[src/hdl/assert_macros.svh]
// Assertion macros shared by the statistics block.
`ifndef ASSERT_MACROS_SVH
`define ASSERT_MACROS_SVH
`ifndef SYNTHESIS
`define DMS_ASSERT_HOLDS(lbl, clk, rstn, prop, msg) \
  lbl: assert property (@(posedge clk) disable iff (!rstn) (prop)) else $error(msg);
`define DMS_ASSERT_NEXT(lbl, clk, rstn, ante, cons, msg) \
  lbl: assert property (@(posedge clk) disable iff (!rstn) (ante) |=> (cons)) else $error(msg);
`else
`define DMS_ASSERT_HOLDS(lbl, clk, rstn, prop, msg)
`define DMS_ASSERT_NEXT(lbl, clk, rstn, ante, cons, msg)
`endif
`endif

[src/hdl/dms_mul.sv]
// Shared 64 by 64 multiplier built from four 32 by 32 partial products.
module dms_mul (
  input  logic         clk_i,
  input  logic         rst_ni,
  input  logic         start_i,
  input  logic [63:0]  a_i,
  input  logic [63:0]  b_i,
  output logic         done_o,
  output logic [127:0] p_o
);

  logic [63:0]  a_q, b_q, pp_q;
  logic [1:0]   sh_q;
  logic [2:0]   step_q;
  logic         busy_q, done_q;
  logic [127:0] acc_q, pp_sh;
  logic [31:0]  opa, opb;

  assign opa = step_q[0] ? a_q[63:32] : a_q[31:0];
  assign opb = step_q[1] ? b_q[63:32] : b_q[31:0];

  always_comb begin
    case (sh_q)
      2'd0:    pp_sh = {64'd0, pp_q};
      2'd1:    pp_sh = {32'd0, pp_q, 32'd0};
      2'd2:    pp_sh = {pp_q, 64'd0};
      default: pp_sh = 128'd0;
    endcase
  end

  always_ff @(posedge clk_i or negedge rst_ni) begin
    if (!rst_ni) begin
      busy_q <= 1'b0;
      done_q <= 1'b0;
      step_q <= 3'd0;
    end else begin
      done_q <= 1'b0;
      if (start_i) begin
        busy_q <= 1'b1;
        step_q <= 3'd0;
      end else if (busy_q) begin
        step_q <= step_q + 3'd1;
        if (step_q == 3'd4) begin
          busy_q <= 1'b0;
          done_q <= 1'b1;
        end
      end
    end
  end

  always_ff @(posedge clk_i) begin
    if (start_i) begin
      a_q   <= a_i;
      b_q   <= b_i;
      acc_q <= 128'd0;
    end else if (busy_q) begin
      if (step_q != 3'd4) begin
        pp_q <= opa * opb;
        sh_q <= {1'b0, step_q[0]} + {1'b0, step_q[1]};
      end
      if (step_q != 3'd0) begin
        acc_q <= acc_q + pp_sh;
      end
    end
  end

  assign done_o = done_q;
  assign p_o    = acc_q;

endmodule

[config.mk]
export PLATFORM = sky130hd
export DESIGN_NAME = dms_mul
export DESIGN_NICKNAME = d
export VERILOG_FILES = /design/src/hdl/assert_macros.svh /design/src/hdl/dms_mul.sv
export SDC_FILE = /design/constraint.sdc
export NUM_CORES = 2
export LEC_CHECK = 0
export BUFFER_PORTS_ARGS = -buffer_cell sky130_fd_sc_hd__buf_2
export CORE_MARGIN = 4
export CORE_UTILIZATION = 45
export DETAILED_ROUTE_END_ITERATION = 12
export PLACE_DENSITY = 0.63
export SYNTH_ARGS = -nofsm -noshare
export SYNTH_HDL_FRONTEND = slang
export SYNTH_SLANG_ARGS = --single-unit
[constraint.sdc]
create_clock -name clk_i -period 10.9 [get_ports clk_i]
set_input_delay 1.635 -clock clk_i [delete_from_list [all_inputs] [get_ports clk_i]]
set_output_delay 1.635 -clock clk_i [all_outputs]
set_load 0.01 [all_outputs]
==> impl_metrics.env <==
export IMPL_status="complete, but fails checks"
export IMPL_violations="capacitance limit, slew limit"
export IMPL_setup_worst_path_start_class="register"
export IMPL_hold_viol=0
export IMPL_drt_iter0_markers=4278
export IMPL_cts_setup_buffers=0
export IMPL_die_h_um=349.9
export IMPL_wl_mm=191.5
export IMPL_hold_buffers=0
export IMPL_placed_cell_area_mm2=0.05567
export IMPL_num_fill_cells=11150
export IMPL_ys_warn_count=0
export IMPL_die_w_um=349.9
export IMPL_io_buffers=259
export IMPL_syn_nets=7342
export IMPL_tightest_slew_ps=1544
export IMPL_io_pins=260
export IMPL_fin_ws_ps=949.1
export IMPL_clock_skew_ps=30.95
export IMPL_crit_family="adder cells"
export IMPL_slew_headroom=-0.04951
export IMPL_synth_distinct_cells=92
export IMPL_drc_errors=0
export IMPL_grt_max_degree=78
export IMPL_fin_crit_sh=0.9129
export IMPL_synth_edf_count=194
export IMPL_synth_main_ff_cell="edfxtp_1"
export IMPL_drive_gt1_frac=0.09303
export IMPL_dp_hpwl_mm=152.7
export IMPL_diodes=0
export IMPL_dr_pass1_iters=6
export IMPL_cts_inserted_buffers=39
export IMPL_multi_input_area_mm2=0.03977
export IMPL_max_cap_violations=1
export IMPL_viasPerCell=5.758
export IMPL_final_area_mm2=0.05696
export IMPL_setup_viol=0
export IMPL_slowest_stage="mux2i_2"
export IMPL_htreeDepth=2
export IMPL_num_rows=125
export IMPL_num_vias=43560
export IMPL_initial_utilization=0.4527
export IMPL_crit_buf_inv=4
export IMPL_setup_worst_path_class="reg2reg"
export IMPL_ctsRootBufferMaster="clkbuf_16"
export IMPL_critPathArrivalTime_ps=10320
export IMPL_grt_pass1_vias=44590
export IMPL_rsz0062_at_grt="no"
export IMPL_setup_tns_ps=0
export IMPL_cp_required_ps=11270
export IMPL_max_clock_freq_mhz=100.5
export IMPL_grt_overflow=0
export IMPL_cts_resized=0
export IMPL_path_common_cell="fa_1"
export IMPL_track_usage=0.3131
export IMPL_wl_per_cell_um=25.32
export IMPL_clkTransAtPathRegs_ps=60
export IMPL_async_flop_share=0.01529
export IMPL_cts_tree="done"
export IMPL_seq_area_frac_synth=0.1618
export IMPL_grt_pass1_wl_mm=284.9
export IMPL_clock_latency_ps=630
export IMPL_finalWeightedCongestion=1.009
export IMPL_ys_ff_latch=327
export IMPL_die_area_mm2=0.1224
export IMPL_synthCells=5922
export IMPL_ant_nets=0
export IMPL_end_kind="register"
export IMPL_core_area_mm2=0.1162
export IMPL_numClockSinks=327
export IMPL_syn_area_mm2=0.05261
export IMPL_syn2layout_area_growth_pct=8.271
export IMPL_slew_viol_final=14
export IMPL_regArea_mm2=0.008521
export IMPL_crit_fanout=32
export IMPL_hp_class="reg2reg"
export IMPL_min_period_ps=9951
export IMPL_cp_slowest_stage_delay_ps=1300
export IMPL_place_ws_ps=1047
export IMPL_synth_avg_cell_area_um2=8.884
export IMPL_antenna_found_initial=2
export IMPL_cts_max_path_buffers=3
export IMPL_num_nets_final=7432
cell usage in the layout (no fill, tap or decap), drive strengths merged, types with 62 or more instances in the layout:
master | synthesis | layout
nand4 | 79 | 79
nor2 | 781 | 781
mux2 | 62 | 62
o21ai | 187 | 187
a21oi | 317 | 317
ha | 392 | 392
inv | 923 | 928
nand2 | 765 | 765
xnor2 | 116 | 116
a21o | 103 | 103
buf | 45 | 352
dfxtp | 128 | 128
mux2i | 99 | 99
and2 | 70 | 70
fa | 897 | 897
xor2 | 65 | 65
edfxtp | 194 | 194
sequential cells by signal (all words and copies together), names as in the netlist:
name / flops
b_q: 64
done_o: 1
a_q: 64
step_q: 3
p_o: 128
busy_q: 1
pp_q: 64
sh_q: 2
cells in the mapped netlist (70+ instances only):
library cell,n,area [um^2]
and2_1,70,437.9
xnor2_1,116,1016
nand2_1,765,2872
edfxtp_1,194,5826
ha_1,392,4905
nor2_1,781,2932
mux2i_1,99,991.0
a21o_1,102,765.7
fa_1,897,17960
inv_1,923,3465
clkbuf_1,253,949.7
a21oi_1,315,1577
nand4_1,78,488.0
dfxtp_1,128,2562
o21ai_0,168,840.8
worst register-to-register path: stages (launching register included):
cell and delay [ps]:
dfrtp_4 810, mux2i_2 1340, nor2_1 200, fa_1 560, fa_1 590, inv_1 70
fa_1 560, fa_1 480, fa_1 560, inv_1 60, fa_1 450, fa_1 500
inv_1 50, fa_1 470, inv_1 40, ha_1 330, and3_1 200, nand4_1 120
nor2_1 60, a21oi_1 250, nand4_1 210, a31oi_1 400, o31ai_1 180, a311o_1 440
a31oi_1 280, o21ai_1 140, a31oi_1 240, xnor2_1 100
per-layer routing:
metal  global-route usage  wire length, um
met3              0.09912            24070
met1               0.4197            76640
met4               0.1352            10230
met2               0.4677            80550
met5             0.001570               28
kinds of logic (layout without fill, tap and decap cells):
family / count (synthesis) / in the layout / synth area share
AOI/OAI and AO/OA: 865 / 865 / 0.1045
xor gates and xnor gates: 181 / 181 / 0.03013
adders and majority gates: 1289 / 1289 / 0.4346
buffers and inverters: 1227 / 1346 / 0.08826
DFF: 327 / 327 / 0.1618
muxes: 161 / 161 / 0.03211
and+or+nand+nor: 1872 / 1872 / 0.1486
worst paths after layout:
check,from,to,slack (ps),cells after the start
max in group asynchronous,rst_ni,step_q[1],9600,1
worst max register to register,step_q[1],pp_q[62],950,27
min in group asynchronous,rst_ni,done_o,950,1
worst min-delay path,p_o[43],p_o[43],470,2
worst max-delay path,step_q[1],pp_q[62],950,27
worst min register to register,p_o[43],p_o[43],470,2
per-stage QoR:
step                      hold slack (ps)  utilization  std cells
after CTS                           474.0       0.4902       7565
after global placement              456.4       0.4791       7495
after global routing                491.3       0.4902       7565
after detailed placement            466.3       0.4791       7495
final                               470.5       0.4902       7565
after floorplan                     485.5            -       5922
cell type report:
| cell class | count | share of cell area |
|---|---|---|
| Inverter | 923 | 0.06082 |
| Timing Repair Buffer | 353 | 0.03530 |
| Multi-Input combinational cell | 4368 | 0.6982 |
| Sequential cell | 327 | 0.1496 |
| Tap cell | 1524 | 0.03348 |
| Clock inverter | 21 | 0.004327 |
| Clock buffer | 49 | 0.01832 |
Power is left out: the tool's default activity adds up to more than one toggle a clock period on the data nets, which glitch-free logic cannot reach.
