### config.mk
export PLATFORM = sky130hd
export DESIGN_NAME = dms_isqrt
export DESIGN_NICKNAME = d
export VERILOG_FILES = /design/src/hdl/assert_macros.svh /design/src/hdl/dms_pkg.sv /design/src/hdl/dms_isqrt.sv
export SDC_FILE = /design/constraint.sdc
export NUM_CORES = 1
export LEC_CHECK = 0
export ABC_AREA = 1
export BUFFER_PORTS_ARGS = -buffer_cell sky130_fd_sc_hd__buf_2
export CORE_MARGIN = 2
export CORE_UTILIZATION = 54
export DETAILED_ROUTE_END_ITERATION = 12
export HOLD_SLACK_MARGIN = 0.05
export PLACE_DENSITY = 0.83
export SYNTH_ARGS = -nofsm -noshare
export SYNTH_HDL_FRONTEND = slang
export SYNTH_SLANG_ARGS = --single-unit
export TNS_END_PERCENT = 20
### constraint.sdc
create_clock -name clk_i -period 4.4 [get_ports clk_i]
set_input_delay 0.44 -clock clk_i [delete_from_list [all_inputs] [get_ports clk_i]]
set_output_delay 0.44 -clock clk_i [all_outputs]
set_load 0.005 [all_outputs]
### src/hdl/assert_macros.svh
// Assertion macros shared by the statistics block.
`ifndef ASSERT_MACROS_SVH
`define ASSERT_MACROS_SVH
`ifndef SYNTHESIS
`define DMS_ASSERT_HOLDS(lbl, clk, rstn, prop, msg) \
  lbl: assert property (@(posedge clk) disable iff (!rstn) (prop)) else $error(msg);
`define DMS_ASSERT_NEXT(lbl, clk, rstn, ante, cons, msg) \
  lbl: assert property (@(posedge clk) disable iff (!rstn) (ante) |=> (cons)) else $error(msg);
`else
`define DMS_ASSERT_HOLDS(lbl, clk, rstn, prop, msg)
`define DMS_ASSERT_NEXT(lbl, clk, rstn, ante, cons, msg)
`endif
`endif

### src/hdl/dms_pkg.sv
// Types, codes and helper functions of the moment statistics block.
package dms_pkg;

  localparam int unsigned WIDE_W = 128;
  localparam int unsigned HALF_W = 64;

  localparam logic [1:0] KIND_APPEND  = 2'd0;
  localparam logic [1:0] KIND_CLEAR   = 2'd1;
  localparam logic [1:0] KIND_ANALYZE = 2'd2;

  localparam logic [3:0] STAT_MEAN  = 4'd0;
  localparam logic [3:0] STAT_MAD   = 4'd1;
  localparam logic [3:0] STAT_VAR   = 4'd2;
  localparam logic [3:0] STAT_SD    = 4'd3;
  localparam logic [3:0] STAT_CV    = 4'd4;
  localparam logic [3:0] STAT_HOMOG = 4'd5;
  localparam logic [3:0] STAT_ZS    = 4'd6;
  localparam logic [3:0] STAT_SKEW  = 4'd7;
  localparam logic [3:0] STAT_KURT  = 4'd8;

  localparam logic [127:0] CV_LIMIT = 128'd10 << 32;
  localparam logic [63:0]  Z_CLIP   = 64'd1 << 47;
  localparam logic [63:0]  PERCENT  = 64'd100;

  typedef enum logic [5:0] {
    S_IDLE, S_SUM_RD, S_SUM_ACC, S_NN, S_NN_W, S_MEAN, S_MEAN_W, S_EMIT,
    S_DEV_RD, S_DEV_LD, S_DEV_MW, S_P2_SQ, S_P2_SQW, S_MAD, S_MAD_W,
    S_VAR, S_NNM_W, S_VAR_W, S_SQ_W, S_CV, S_CV_M, S_CV_W, S_ZS, S_ZS_M,
    S_DEN_W, S_ZS_W, S_Z, S_Z_W, S_Z2_W, S_Z3_W, S_Z4_W, S_SK, S_SK_W,
    S_KU, S_KU_W
  } st_e;

  typedef struct packed {
    logic [63:0] val;
    logic        sat;
  } sat_t;

  function automatic sat_t sat_f(input logic neg, input logic [127:0] mag);
    sat_t r;
    if (!neg && (mag[127:64] != 64'd0 || mag[63])) begin
      r.val = {1'b0, {63{1'b1}}};
      r.sat = 1'b1;
    end else if (neg && (mag[127:64] != 64'd0 || mag[63:0] > (64'd1 << 63))) begin
      r.val = {1'b1, 63'd0};
      r.sat = 1'b1;
    end else begin
      r.val = neg ? (64'd0 - mag[63:0]) : mag[63:0];
      r.sat = 1'b0;
    end
    return r;
  endfunction

  function automatic logic [63:0] mag_f(input logic [63:0] v);
    return v[63] ? (64'd0 - v) : v;
  endfunction

endpackage

### src/hdl/dms_isqrt.sv
// Integer square root of a 128-bit value, two radicand bits per cycle.
module dms_isqrt (
  input  logic         clk_i,
  input  logic         rst_ni,
  input  logic         start_i,
  input  logic [127:0] a_i,
  output logic         done_o,
  output logic [63:0]  root_o
);

  localparam int unsigned R  = dms_pkg::HALF_W;
  localparam int unsigned CW = $clog2(R + 1);

  logic [2*R-1:0] a_q;
  logic [R+1:0]   rem_q;
  logic [R+3:0]   rr, tr, df;
  logic [R-1:0]   root_q;
  logic [CW-1:0]  cnt_q;
  logic           busy_q, done_q, fit;

  assign rr  = {rem_q, a_q[2*R-1:2*R-2]};
  assign tr  = {2'b00, root_q, 2'b01};
  assign df  = rr - tr;
  assign fit = (rr >= tr);

  always_ff @(posedge clk_i or negedge rst_ni) begin
    if (!rst_ni) begin
      busy_q <= 1'b0;
      done_q <= 1'b0;
      cnt_q  <= '0;
    end else begin
      done_q <= 1'b0;
      if (start_i) begin
        busy_q <= 1'b1;
        cnt_q  <= CW'(R);
      end else if (busy_q) begin
        cnt_q <= cnt_q - 1'b1;
        if (cnt_q == CW'(1)) begin
          busy_q <= 1'b0;
          done_q <= 1'b1;
        end
      end
    end
  end

  always_ff @(posedge clk_i) begin
    if (start_i) begin
      a_q    <= a_i;
      rem_q  <= '0;
      root_q <= '0;
    end else if (busy_q) begin
      a_q    <= {a_q[2*R-3:0], 2'b00};
      rem_q  <= fit ? df[R+1:0] : rr[R+1:0];
      root_q <= {root_q[R-2:0], fit};
    end
  end

  assign done_o = done_q;
  assign root_o = root_q;

endmodule
==> summary.md <==
| Metric | Value |
|---|---|
| Top area cells in the synthesized netlist | nand2_1 (23%), edfxtp_1 (23%), dfxtp_1 (15%) |
| Port bufs | about 200 |
| Final-report max-slew violation count | 0 |
| Initial Util | 54.9% |
| GRT Total Usage | between 20 and 30% |
| RR Endpoint | rem_q[36] |
| Post-synth top area share | 23.0% |
| Hold endpoint | a_q[0] |
| Clock network fraction of total power | 18.2% |
| Total routed wirelength | between 40000 and 50000 um |
| R2R setup slack | about 1.5 ns |
| Yosys cell types | 40 |
| Drc violations | 0 |
| Critical path, cell by cell | inv_1, ha_1, nand2_1, nor2_2, nand2_1, nor2_1, nand2_1, nand3_2, nand2_1, nand3_2, nand2_4, nand2_4, buf_12, nand3_1, nand3_1 |
| Worst r2r path cells | 15 |
| ANT cells | 0 |
| Initial DRC Count | approximately 1300 |
| Switching part of the total | 50.0% |
| CTS tree | done |
| CP Class | flip-flop to flip-flop |
| Syn. warnings | 0 |
| Vias | around 16000 |
| Num Clock Sinks | 267 |
| Chip Width | about 180 um |
| Nets | between 2000 and 3000 |
| Slew headroom | between 20 and 25% |
| Synth Flop Type | dfxtp_1 |
| Wirelength per Cell | 16.0 um |
| Unrepaired setup endpoints after global routing | no |
| Global route overflow | 0 |
| Number of global-route vias before repair | approximately 15000 |
| Grt peak-use layer | met2 |
| Switching power | between 0.006 and 0.007 W |
| Slowest cell on the critical path | ha_1 |
| Critical Path Source Type | flip-flop |
| Final worst path period share | 65.3% |
| Grt met1 use | 38.9% |
| Hpwl dp | 36200 um |
| Async set or reset register ratio after synthesis | 3.37% |
| Full die area | 32600 um2 |
| DRT Pass-1 Iters | 5 |
| Met2 Resource Use GR | 49.0% |
| M3 GR Usage | under 10% |
| Post-Syn Area | 16800 um2 |
| Post-CTS setup buffer count | 0 |
| ANT nets after route | 0 |
| Flops & latches, synth | between 200 and 300 |
| Root buf cell | clkbuf_16 |
| Hold Path Cell Cnt | 3 |
| Commonest non-fill, non-tap cell in the layout | nand2_1 |
| Number of CTS-inserted buffers | 28 |
| CP top delay family | simple AND/OR/NAND/NOR gates |
| First-pass GRT wire length | 78300 um |
| EDFF count, synth | roughly 130 |
| Setup TNS | 0 ns |
| Hold Path Class | input pin to flip-flop |
| Mapped Cells | roughly 2500 |
| Final setup fails | 0 |
| Worst Hold Launch | a_i[0] |
| Share of cells above drive strength 1 | 11.9% |
| Initial antenna violation count | 1 |
| Worst skew pair latency | just under 0.6 ns |
| CTS Buffer Depth | 3 |
| Final Critical Period | approximately 2.9 ns |
| Critical path required time | between 4 and 5 ns |
| Pwr per Cell Area | between 700 and 800 nW/um2 |
| Synth Area per Inst | 6.88 um2 |
| Largest net degree at the start of global routing | 119 |
| Via density | roughly 5.3 |
| Worst path arrival time | around 3.4 ns |
| Hold Slack | approximately 0.12 ns |
| Area delta synth->final | 12.5% |
| Syn_nets | about 2600 |
| Num ports | 196 |
| Max_cap viols | 0 |
| Power Internal | 0.00666 W |
| Comb power frac | between 50% and 60% |
| Die height | around 180 um |
| Sequential fraction of the synthesis area | 39.6% |
| Reg2reg start | root_o[10] |
| WP buf/inv | 2 |
| Worst-path fanout max | 67 |
| Sequential power share | between 20 and 25% |
| Worst-Margin Slew | 1.19 ns |
| Clock Skew | roughly 0.025 ns |
| Most frequent cells in the layout | nand2_1 (1034), inv_1 (368), buf_2 (194) |
| Core ar. | a little over 30000 um2 |
| Placer Congestion | 0.999 |
| Slowest stage delay, CP | ~0.36 ns |
| Reg clk slew, reported paths | 0.07 ns |
| Site row count | 64 |
| Status | finished, final reports clean |
| VDD IR max | about 410 uV |
| Critical Path End Type | flip-flop |
| H-tree depth | 1 |
| Biggest area consumer among synthesized cells | nand2_1 |
| Final Hold Viols | 0 |
| Fmax | between 0.3 and 0.4 GHz |
| Cell mode on critical path | nand2_1 |
| LEAKAGE | slightly above 10 nW |
[cell usage after synthesis, types with 11 or more instances]
library cell  number
a21oi_1           59
buf_1             11
buf_2             11
clkbuf_1          52
dfxtp_1          130
edfxtp_1         128
ha_1              68
inv_1            369
nand2_1         1034
nand3_1          160
nand3_2           32
nand4_1           76
nor2_1           110
nor2_2            11
nor3_1            11
o21ai_0           23
o21bai_1          12
o22ai_1           64
xor2_1            36
[routing by layer]
metal	share of wire (%)	wire length (um)
met1	44	21000
met2	46	22300
met3	7.2	3500
met4	3.0	1460
met5	0.027	13
[power by group through the flow]
stage          combinational, W  clock (W)  sequential, W
2_1_floorplan           0.00563          0        0.00318
6_report                0.00769    0.00242        0.00320
4_1_cts                 0.00758    0.00246        0.00319
5_1_grt                 0.00858    0.00256        0.00323
3_3_place_gp            0.00748          0        0.00323
3_5_place_dp            0.00754          0        0.00324
[final cells by class]
class                      instances  area [um2]
clock buffer                      33         719
clock inverter                    18         210
fill                            2849       11700
inverter                         374        1410
multi-input combinational       1725        8350
sequential                       267        6670
tap                              396         495
timing repair buffer             206        1090
[registers in the layout, indices dropped and copies added (netlist names)]
register and count:
rem_q 66, cnt_q 7, busy_q 1, a_q 128, done_o 1, root_o 64
[worst max path at each step]
stage / startpoint / end / slack, ns / depth (start not counted)
after detailed placement: root_o[10] / rem_q[63] / 1.55 / 15
after global placement: root_o[17] / rem_q[65] / 1.62 / 18
final: root_o[10] / rem_q[36] / 1.53 / 15
after global routing: root_o[4] / rem_q[63] / 1.25 / 15
after floorplan: start_i / a_q[0] / 1.43 / 4
after CTS: root_o[10] / rem_q[63] / 1.49 / 15
[through the flow]
| stage | cells | total power, W | setup WS [ns] | cell area [um2] | util [%] |
|---|---|---|---|---|---|
| 2_1_floorplan | 2450 | 0.00881 | 1.43 | 16900 | - |
| 3_3_place_gp | 2967 | 0.0107 | 1.62 | 18000 | 58.7 |
| 3_5_place_dp | 2967 | 0.0108 | 1.55 | 18000 | 58.7 |
| 4_1_cts | 3019 | 0.0132 | 1.49 | 18900 | 61.8 |
| 5_1_grt | 3019 | 0.0144 | 1.25 | 18900 | 61.8 |
| 6_report | 3019 | 0.0133 | 1.53 | 18900 | 61.8 |
[logic make-up after synthesis]
family                   synth area share [%]
AO/OA/AOI/OAI                            5.75
XOR/XNOR                                 1.92
adder cells (fa/ha/maj)                  5.05
buffers and inverters                    10.9
flip-flops                               39.6
AND/OR/NAND/NOR                          36.8
[repair_timing]
action / CTS / global route
hold buffers: 1 / 0
setup endpoints to repair: 0 / 0
resized for setup: 0 / 0
endpoints found under the hold margin: 9 / 0
[tightest hold or removal path, delay by kind of cell]
| family | cells | cell delay, ns |
|---|---|---|
| buffers and inverters | 2 | 0.11 |
| and+or+nand+nor | 1 | 0.04 |
(Power assumes the default switching activity.)
