[config.mk]
export PLATFORM = sky130hd
export DESIGN_NAME = dms_div
export DESIGN_NICKNAME = d
export VERILOG_FILES = /design/src/hdl/assert_macros.svh /design/src/hdl/dms_pkg.sv /design/src/hdl/dms_div.sv
export SDC_FILE = /design/constraint.sdc
export NUM_CORES = 1
export LEC_CHECK = 0
export ABC_AREA = 1
export BUFFER_PORTS_ARGS = -buffer_cell sky130_fd_sc_hd__buf_2
export CORE_ASPECT_RATIO = 2
export CORE_MARGIN = 8
export CORE_UTILIZATION = 33
export CTS_CLUSTER_DIAMETER = 100
export DETAILED_ROUTE_END_ITERATION = 8
export HOLD_SLACK_MARGIN = 0.05
export MAX_ROUTING_LAYER = met4
export PLACE_DENSITY = 0.49
export SLEW_MARGIN = 20
export SYNTH_ARGS = -nofsm -noshare
export SYNTH_HDL_FRONTEND = slang
export SYNTH_SLANG_ARGS = --single-unit
[constraint.sdc]
create_clock -name clk_i -period 14.3 [get_ports clk_i]
set_input_delay 0.715 -clock clk_i [delete_from_list [all_inputs] [get_ports clk_i]]
set_output_delay 0.715 -clock clk_i [all_outputs]
set_load 0.03 [all_outputs]
[src/hdl/assert_macros.svh]
// Assertion macros shared by the statistics block.
`ifndef ASSERT_MACROS_SVH
`define ASSERT_MACROS_SVH
`ifndef SYNTHESIS
`define DMS_ASSERT_HOLDS(lbl, clk, rstn, prop, msg) \
  lbl: assert property (@(posedge clk) disable iff (!rstn) (prop)) else $error(msg);
`define DMS_ASSERT_NEXT(lbl, clk, rstn, ante, cons, msg) \
  lbl: assert property (@(posedge clk) disable iff (!rstn) (ante) |=> (cons)) else $error(msg);
`else
`define DMS_ASSERT_HOLDS(lbl, clk, rstn, prop, msg)
`define DMS_ASSERT_NEXT(lbl, clk, rstn, ante, cons, msg)
`endif
`endif

[src/hdl/dms_pkg.sv]
// Types, codes and helper functions of the moment statistics block.
package dms_pkg;

  localparam int unsigned WIDE_W = 128;
  localparam int unsigned HALF_W = 64;

  localparam logic [1:0] KIND_APPEND  = 2'd0;
  localparam logic [1:0] KIND_CLEAR   = 2'd1;
  localparam logic [1:0] KIND_ANALYZE = 2'd2;

  localparam logic [3:0] STAT_MEAN  = 4'd0;
  localparam logic [3:0] STAT_MAD   = 4'd1;
  localparam logic [3:0] STAT_VAR   = 4'd2;
  localparam logic [3:0] STAT_SD    = 4'd3;
  localparam logic [3:0] STAT_CV    = 4'd4;
  localparam logic [3:0] STAT_HOMOG = 4'd5;
  localparam logic [3:0] STAT_ZS    = 4'd6;
  localparam logic [3:0] STAT_SKEW  = 4'd7;
  localparam logic [3:0] STAT_KURT  = 4'd8;

  localparam logic [127:0] CV_LIMIT = 128'd10 << 32;
  localparam logic [63:0]  Z_CLIP   = 64'd1 << 47;
  localparam logic [63:0]  PERCENT  = 64'd100;

  typedef enum logic [5:0] {
    S_IDLE, S_SUM_RD, S_SUM_ACC, S_NN, S_NN_W, S_MEAN, S_MEAN_W, S_EMIT,
    S_DEV_RD, S_DEV_LD, S_DEV_MW, S_P2_SQ, S_P2_SQW, S_MAD, S_MAD_W,
    S_VAR, S_NNM_W, S_VAR_W, S_SQ_W, S_CV, S_CV_M, S_CV_W, S_ZS, S_ZS_M,
    S_DEN_W, S_ZS_W, S_Z, S_Z_W, S_Z2_W, S_Z3_W, S_Z4_W, S_SK, S_SK_W,
    S_KU, S_KU_W
  } st_e;

  typedef struct packed {
    logic [63:0] val;
    logic        sat;
  } sat_t;

  function automatic sat_t sat_f(input logic neg, input logic [127:0] mag);
    sat_t r;
    if (!neg && (mag[127:64] != 64'd0 || mag[63])) begin
      r.val = {1'b0, {63{1'b1}}};
      r.sat = 1'b1;
    end else if (neg && (mag[127:64] != 64'd0 || mag[63:0] > (64'd1 << 63))) begin
      r.val = {1'b1, 63'd0};
      r.sat = 1'b1;
    end else begin
      r.val = neg ? (64'd0 - mag[63:0]) : mag[63:0];
      r.sat = 1'b0;
    end
    return r;
  endfunction

  function automatic logic [63:0] mag_f(input logic [63:0] v);
    return v[63] ? (64'd0 - v) : v;
  endfunction

endpackage

[src/hdl/dms_div.sv]
// Shared 128-bit unsigned restoring divider, one quotient bit per cycle.
module dms_div (
  input  logic         clk_i,
  input  logic         rst_ni,
  input  logic         start_i,
  input  logic [127:0] num_i,
  input  logic [127:0] den_i,
  output logic         done_o,
  output logic [127:0] q_o
);

  localparam int unsigned W  = dms_pkg::WIDE_W;
  localparam int unsigned CW = $clog2(W + 1);

  logic [W-1:0]  num_q, den_q, rem_q, quo_q;
  logic [W:0]    trial, diff;
  logic [CW-1:0] cnt_q;
  logic          busy_q, done_q, dz_q, fit;

  assign trial = {rem_q, num_q[W-1]};
  assign diff  = trial - {1'b0, den_q};
  assign fit   = !diff[W];

  always_ff @(posedge clk_i or negedge rst_ni) begin
    if (!rst_ni) begin
      busy_q <= 1'b0;
      done_q <= 1'b0;
      cnt_q  <= '0;
    end else begin
      done_q <= 1'b0;
      if (start_i) begin
        busy_q <= 1'b1;
        cnt_q  <= CW'(W);
      end else if (busy_q) begin
        cnt_q <= cnt_q - 1'b1;
        if (cnt_q == CW'(1)) begin
          busy_q <= 1'b0;
          done_q <= 1'b1;
        end
      end
    end
  end

  always_ff @(posedge clk_i) begin
    if (start_i) begin
      num_q <= num_i;
      den_q <= den_i;
      dz_q  <= (den_i == '0);
      rem_q <= '0;
      quo_q <= '0;
    end else if (busy_q) begin
      num_q <= {num_q[W-2:0], 1'b0};
      rem_q <= fit ? diff[W-1:0] : trial[W-1:0];
      quo_q <= {quo_q[W-2:0], fit};
    end
  end

  assign done_o = done_q;
  assign q_o    = dz_q ? '0 : quo_q;

endmodule

==> impl_metrics.env <==
export IMPL_finalSetupTns_ns=0
export IMPL_grt_overflow_total=0
export IMPL_finClkSkew_ns=0.0289
export IMPL_initial_utilization_pct=33.1
export IMPL_p_per_area_nw_per_um2=89.4
export IMPL_antenna_found_initial=13
export IMPL_worst_ep_arrival_time_ns=4.58
export IMPL_netlist_top_cells_area="nand2_1 25%, edfxtp_1 22%, dfxtp_1 15%"
export IMPL_ir_worst_vdd_mv=0.104
export IMPL_fin_util_pct=37.9
export IMPL_coreArea_um2=104000
export IMPL_cp_max_fo=70
export IMPL_ant_nets=0
export IMPL_num_vias=33304
export IMPL_hold_path_class="primary input to flip-flop"
export IMPL_dp_hpwl_mm=115
export IMPL_synth_compound_area_share_pct=5.34
export IMPL_fmax_ghz=0.251
export IMPL_final_nets=6145
export IMPL_final_area_um2=39500
export IMPL_cts_buffer_depth=3
export IMPL_worstSetupStartpointType="flip-flop"
export IMPL_cts_tree="done"
export IMPL_drt_iter0_drc=2026
export IMPL_post_cts_repair_setup_buffers=0
export IMPL_grt_pass1_vias=33331
export IMPL_fin_crit_sh_pct=27.9
export IMPL_ys_flop_type="edfxtp_1"
export IMPL_cts_inserted_buffers=53
export IMPL_cts_max_level=2
export IMPL_status="completed"
export IMPL_routedWlPerCell_um=19.5
export IMPL_io_pins=388
export IMPL_die_area_um2=116000
export IMPL_clock_root_buffer="clkbuf_16"
export IMPL_cp_required_ns=14.89
export IMPL_async_flop_share_pct=1.91
export IMPL_max_cap_violations=0
export IMPL_grt_usage_pct=24.2
export IMPL_yosys_warnings=0
export IMPL_yosysSeqAreaShare_pct=37.9
export IMPL_num_rows=168
export IMPL_syn_num_nets=5811
export IMPL_clk_pin_slew_worst_paths_ns=0.07
export IMPL_wl_mm=140
export IMPL_synthMuxAreaShare_pct=0
export IMPL_final_hold_violation_count=0
export IMPL_area_growth_pct=14.5
export IMPL_worst_pin_slew_ns=0.992
export IMPL_cts_resized=0
export IMPL_synth_top_family_by_area="simple AND/OR/NAND/NOR gates"
export IMPL_drc=0
export IMPL_ys_types=44
export IMPL_clock_latency_ns=0.66
export IMPL_drtPass1Iterations=7
export IMPL_setup_viol=0
export IMPL_synth_simple_area_share_pct=36.5
export IMPL_netlist_area_um2=34500
export IMPL_rsz0062_at_grt="no"
export IMPL_synthTopCellsByCount="2330 x nand2_1, 1108 x inv_1, 429 x nor2_1"
export IMPL_syn_avg_cell_area_um2=6.37
export IMPL_grt_pass1_wl_mm=208
export IMPL_synth_most_common_cell="nand2_1"
export IMPL_nFillCells=11761
export IMPL_synth_xor_xnor_area_share_pct=1.60
export IMPL_synth_edf_count=257
export IMPL_synthAdderAreaFrac_pct=4.77
export IMPL_report_final_slew_viol_count=0
export IMPL_synth_top_area_share_pct=25.3
export IMPL_place_congestion=0.957
export IMPL_fin_cells=7173
export IMPL_finalCriticalPeriod_ns=3.98
export IMPL_port_buffers=387
export IMPL_synth_top_cell_by_area="nand2_1"
export IMPL_die_h_um=473
export IMPL_max_slew_margin_rel_pct=33.9
export IMPL_holdBufCountCts=1
export IMPL_drive_above_1_share_pct=9.47
export IMPL_viasPerCell=4.64
export IMPL_grt_max_degree=95
export IMPL_dieWidth_um=245
export IMPL_dp_cells=7059
export IMPL_clock_sinks=523
export IMPL_critPathKind="flip-flop to flip-flop"
export IMPL_dpl_instance_area_um2=37700
export IMPL_yosys_register_bits=523
export IMPL_end_kind="flip-flop"
export IMPL_p_leak_nw=21.5
export IMPL_synthCells=5421
-- critical path: stages (launching register included) --
cell and delay, ns:
edfxtp_1 0.32, inv_1 0.05, ha_1 0.22, fa_1 0.41, inv_1 0.12, nand2_1 0.06, nand2_1 0.07, nand3_1 0.09
nand2_2 0.16, nand2_2 0.06, nand2_2 0.09, nand2_1 0.07, nand2_2 0.14, nand2_2 0.12, nand2_4 0.12, nand2_4 0.08
nand2_4 0.08, nand2_4 0.12, nand2_8 0.43, nand2_2 0.67, nand2_1 0.25, nand2_1 0.07, nand2_1 0.05
-- flip-flops by register name, summed over array words and instances, names as in the netlist --
name    cells
den_q     128
num_q     128
quo_q     128
rem_q     128
cnt_q       8
busy_q      1
done_o      1
dz_q        1
-- per-stage QoR --
stage | hold WS [ns] | power [mW] | worst slack [ns]
finish | 0.247 | 3.53 | 10.32
global route | 0.207 | 3.70 | 9.96
CTS | 0.187 | 3.60 | 10.27
detailed placement | 0.463 | 2.14 | 10.28
global placement | 0.459 | 2.13 | 10.35
floorplan | 0.419 | 1.98 | 8.96
-- final cells by class --
cell class	instances	area (um^2)	area share (%)
antenna	13	32.5	0.0823
clock buffer	76	1530	3.86
clock inverter	24	226	0.573
inverter	1117	4200	10.6
multi-input combinational	3655	16600	42.1
sequential	523	13100	33.1
tap	1360	1700	4.31
timing repair buffer	405	2080	5.28
-- placed cells by master (no fill, tap or decap), types with 3 or more instances in the layout --
| cell type | instances |
|---|---|
| a21oi_1 | 126 |
| and2_1 | 7 |
| buf_2 | 386 |
| buf_4 | 17 |
| clkbuf_1 | 15 |
| clkbuf_16 | 56 |
| clkbuf_8 | 5 |
| clkinv_1 | 7 |
| clkinv_2 | 8 |
| dfrtp_1 | 10 |
| dfxtp_1 | 256 |
| diode_2 | 13 |
| edfxtp_1 | 257 |
| ha_1 | 130 |
| inv_1 | 1106 |
| inv_2 | 7 |
| inv_6 | 3 |
| nand2_1 | 2330 |
| nand2_2 | 13 |
| nand2_4 | 5 |
| nand3_1 | 208 |
| nand3_2 | 18 |
| nand3b_1 | 12 |
| nand4_1 | 29 |
| nor2_1 | 427 |
| nor2_2 | 11 |
| nor2_4 | 3 |
| nor3_1 | 30 |
| nor4_1 | 40 |
| o21ai_0 | 40 |
| o21bai_1 | 22 |
| o22ai_1 | 128 |
| xnor2_1 | 31 |
| xor2_1 | 32 |
-- metal layers --
layer  up-vias  wire (um)  share of wire [%]  GRT usage [%]
met4         0       6220                4.4           9.36
met1     15305      63800                 46           31.1
met3       165       5900                4.2           2.99
li1      17105          -                  -              -
met5         -          0                  0              -
met2       729      63900                 46           38.7
-- logic make-up after synthesis --
kind of cell             count (synthesis)
buffers and inverters                 1243
adder cells (fa/ha/maj)                131
XOR/XNOR                                63
AO/OA/AOI/OAI                          321
flip-flops                             523
AND/OR/NAND/NOR                       3140
-- where the power goes --
| group | internal, mW | switching (mW) | total [mW] |
|---|---|---|---|
| clock | 0.772 | 0.656 | 1.43 |
| sequential | 1.68 | 0.0308 | 1.71 |
| combinational | 0.121 | 0.276 | 0.397 |
-- worst paths after layout --
path / startpoint / endpoint / slack (ns) / cells past startpoint
min in group asynchronous: rst_ni / done_o$_DFF_PN0_ / 0.52 / 2
worst min-delay path: den_i[88] / den_q[88]$_DFFE_PP_ / 0.25 / 1
max in group asynchronous: rst_ni / cnt_q[6]$_DFFE_PN0P_ / 13.58 / 2
worst min register to register: rem_q[9]$_SDFFE_PP0P_ / rem_q[9]$_SDFFE_PP0P_ / 0.47 / 2
worst max register to register: num_q[127]$_DFFE_PP_ / rem_q[74]$_SDFFE_PP0P_ / 10.32 / 22
worst max-delay path: num_q[127]$_DFFE_PP_ / rem_q[74]$_SDFFE_PP0P_ / 10.32 / 22
Note: power is estimated with default switching activity, not from simulation.
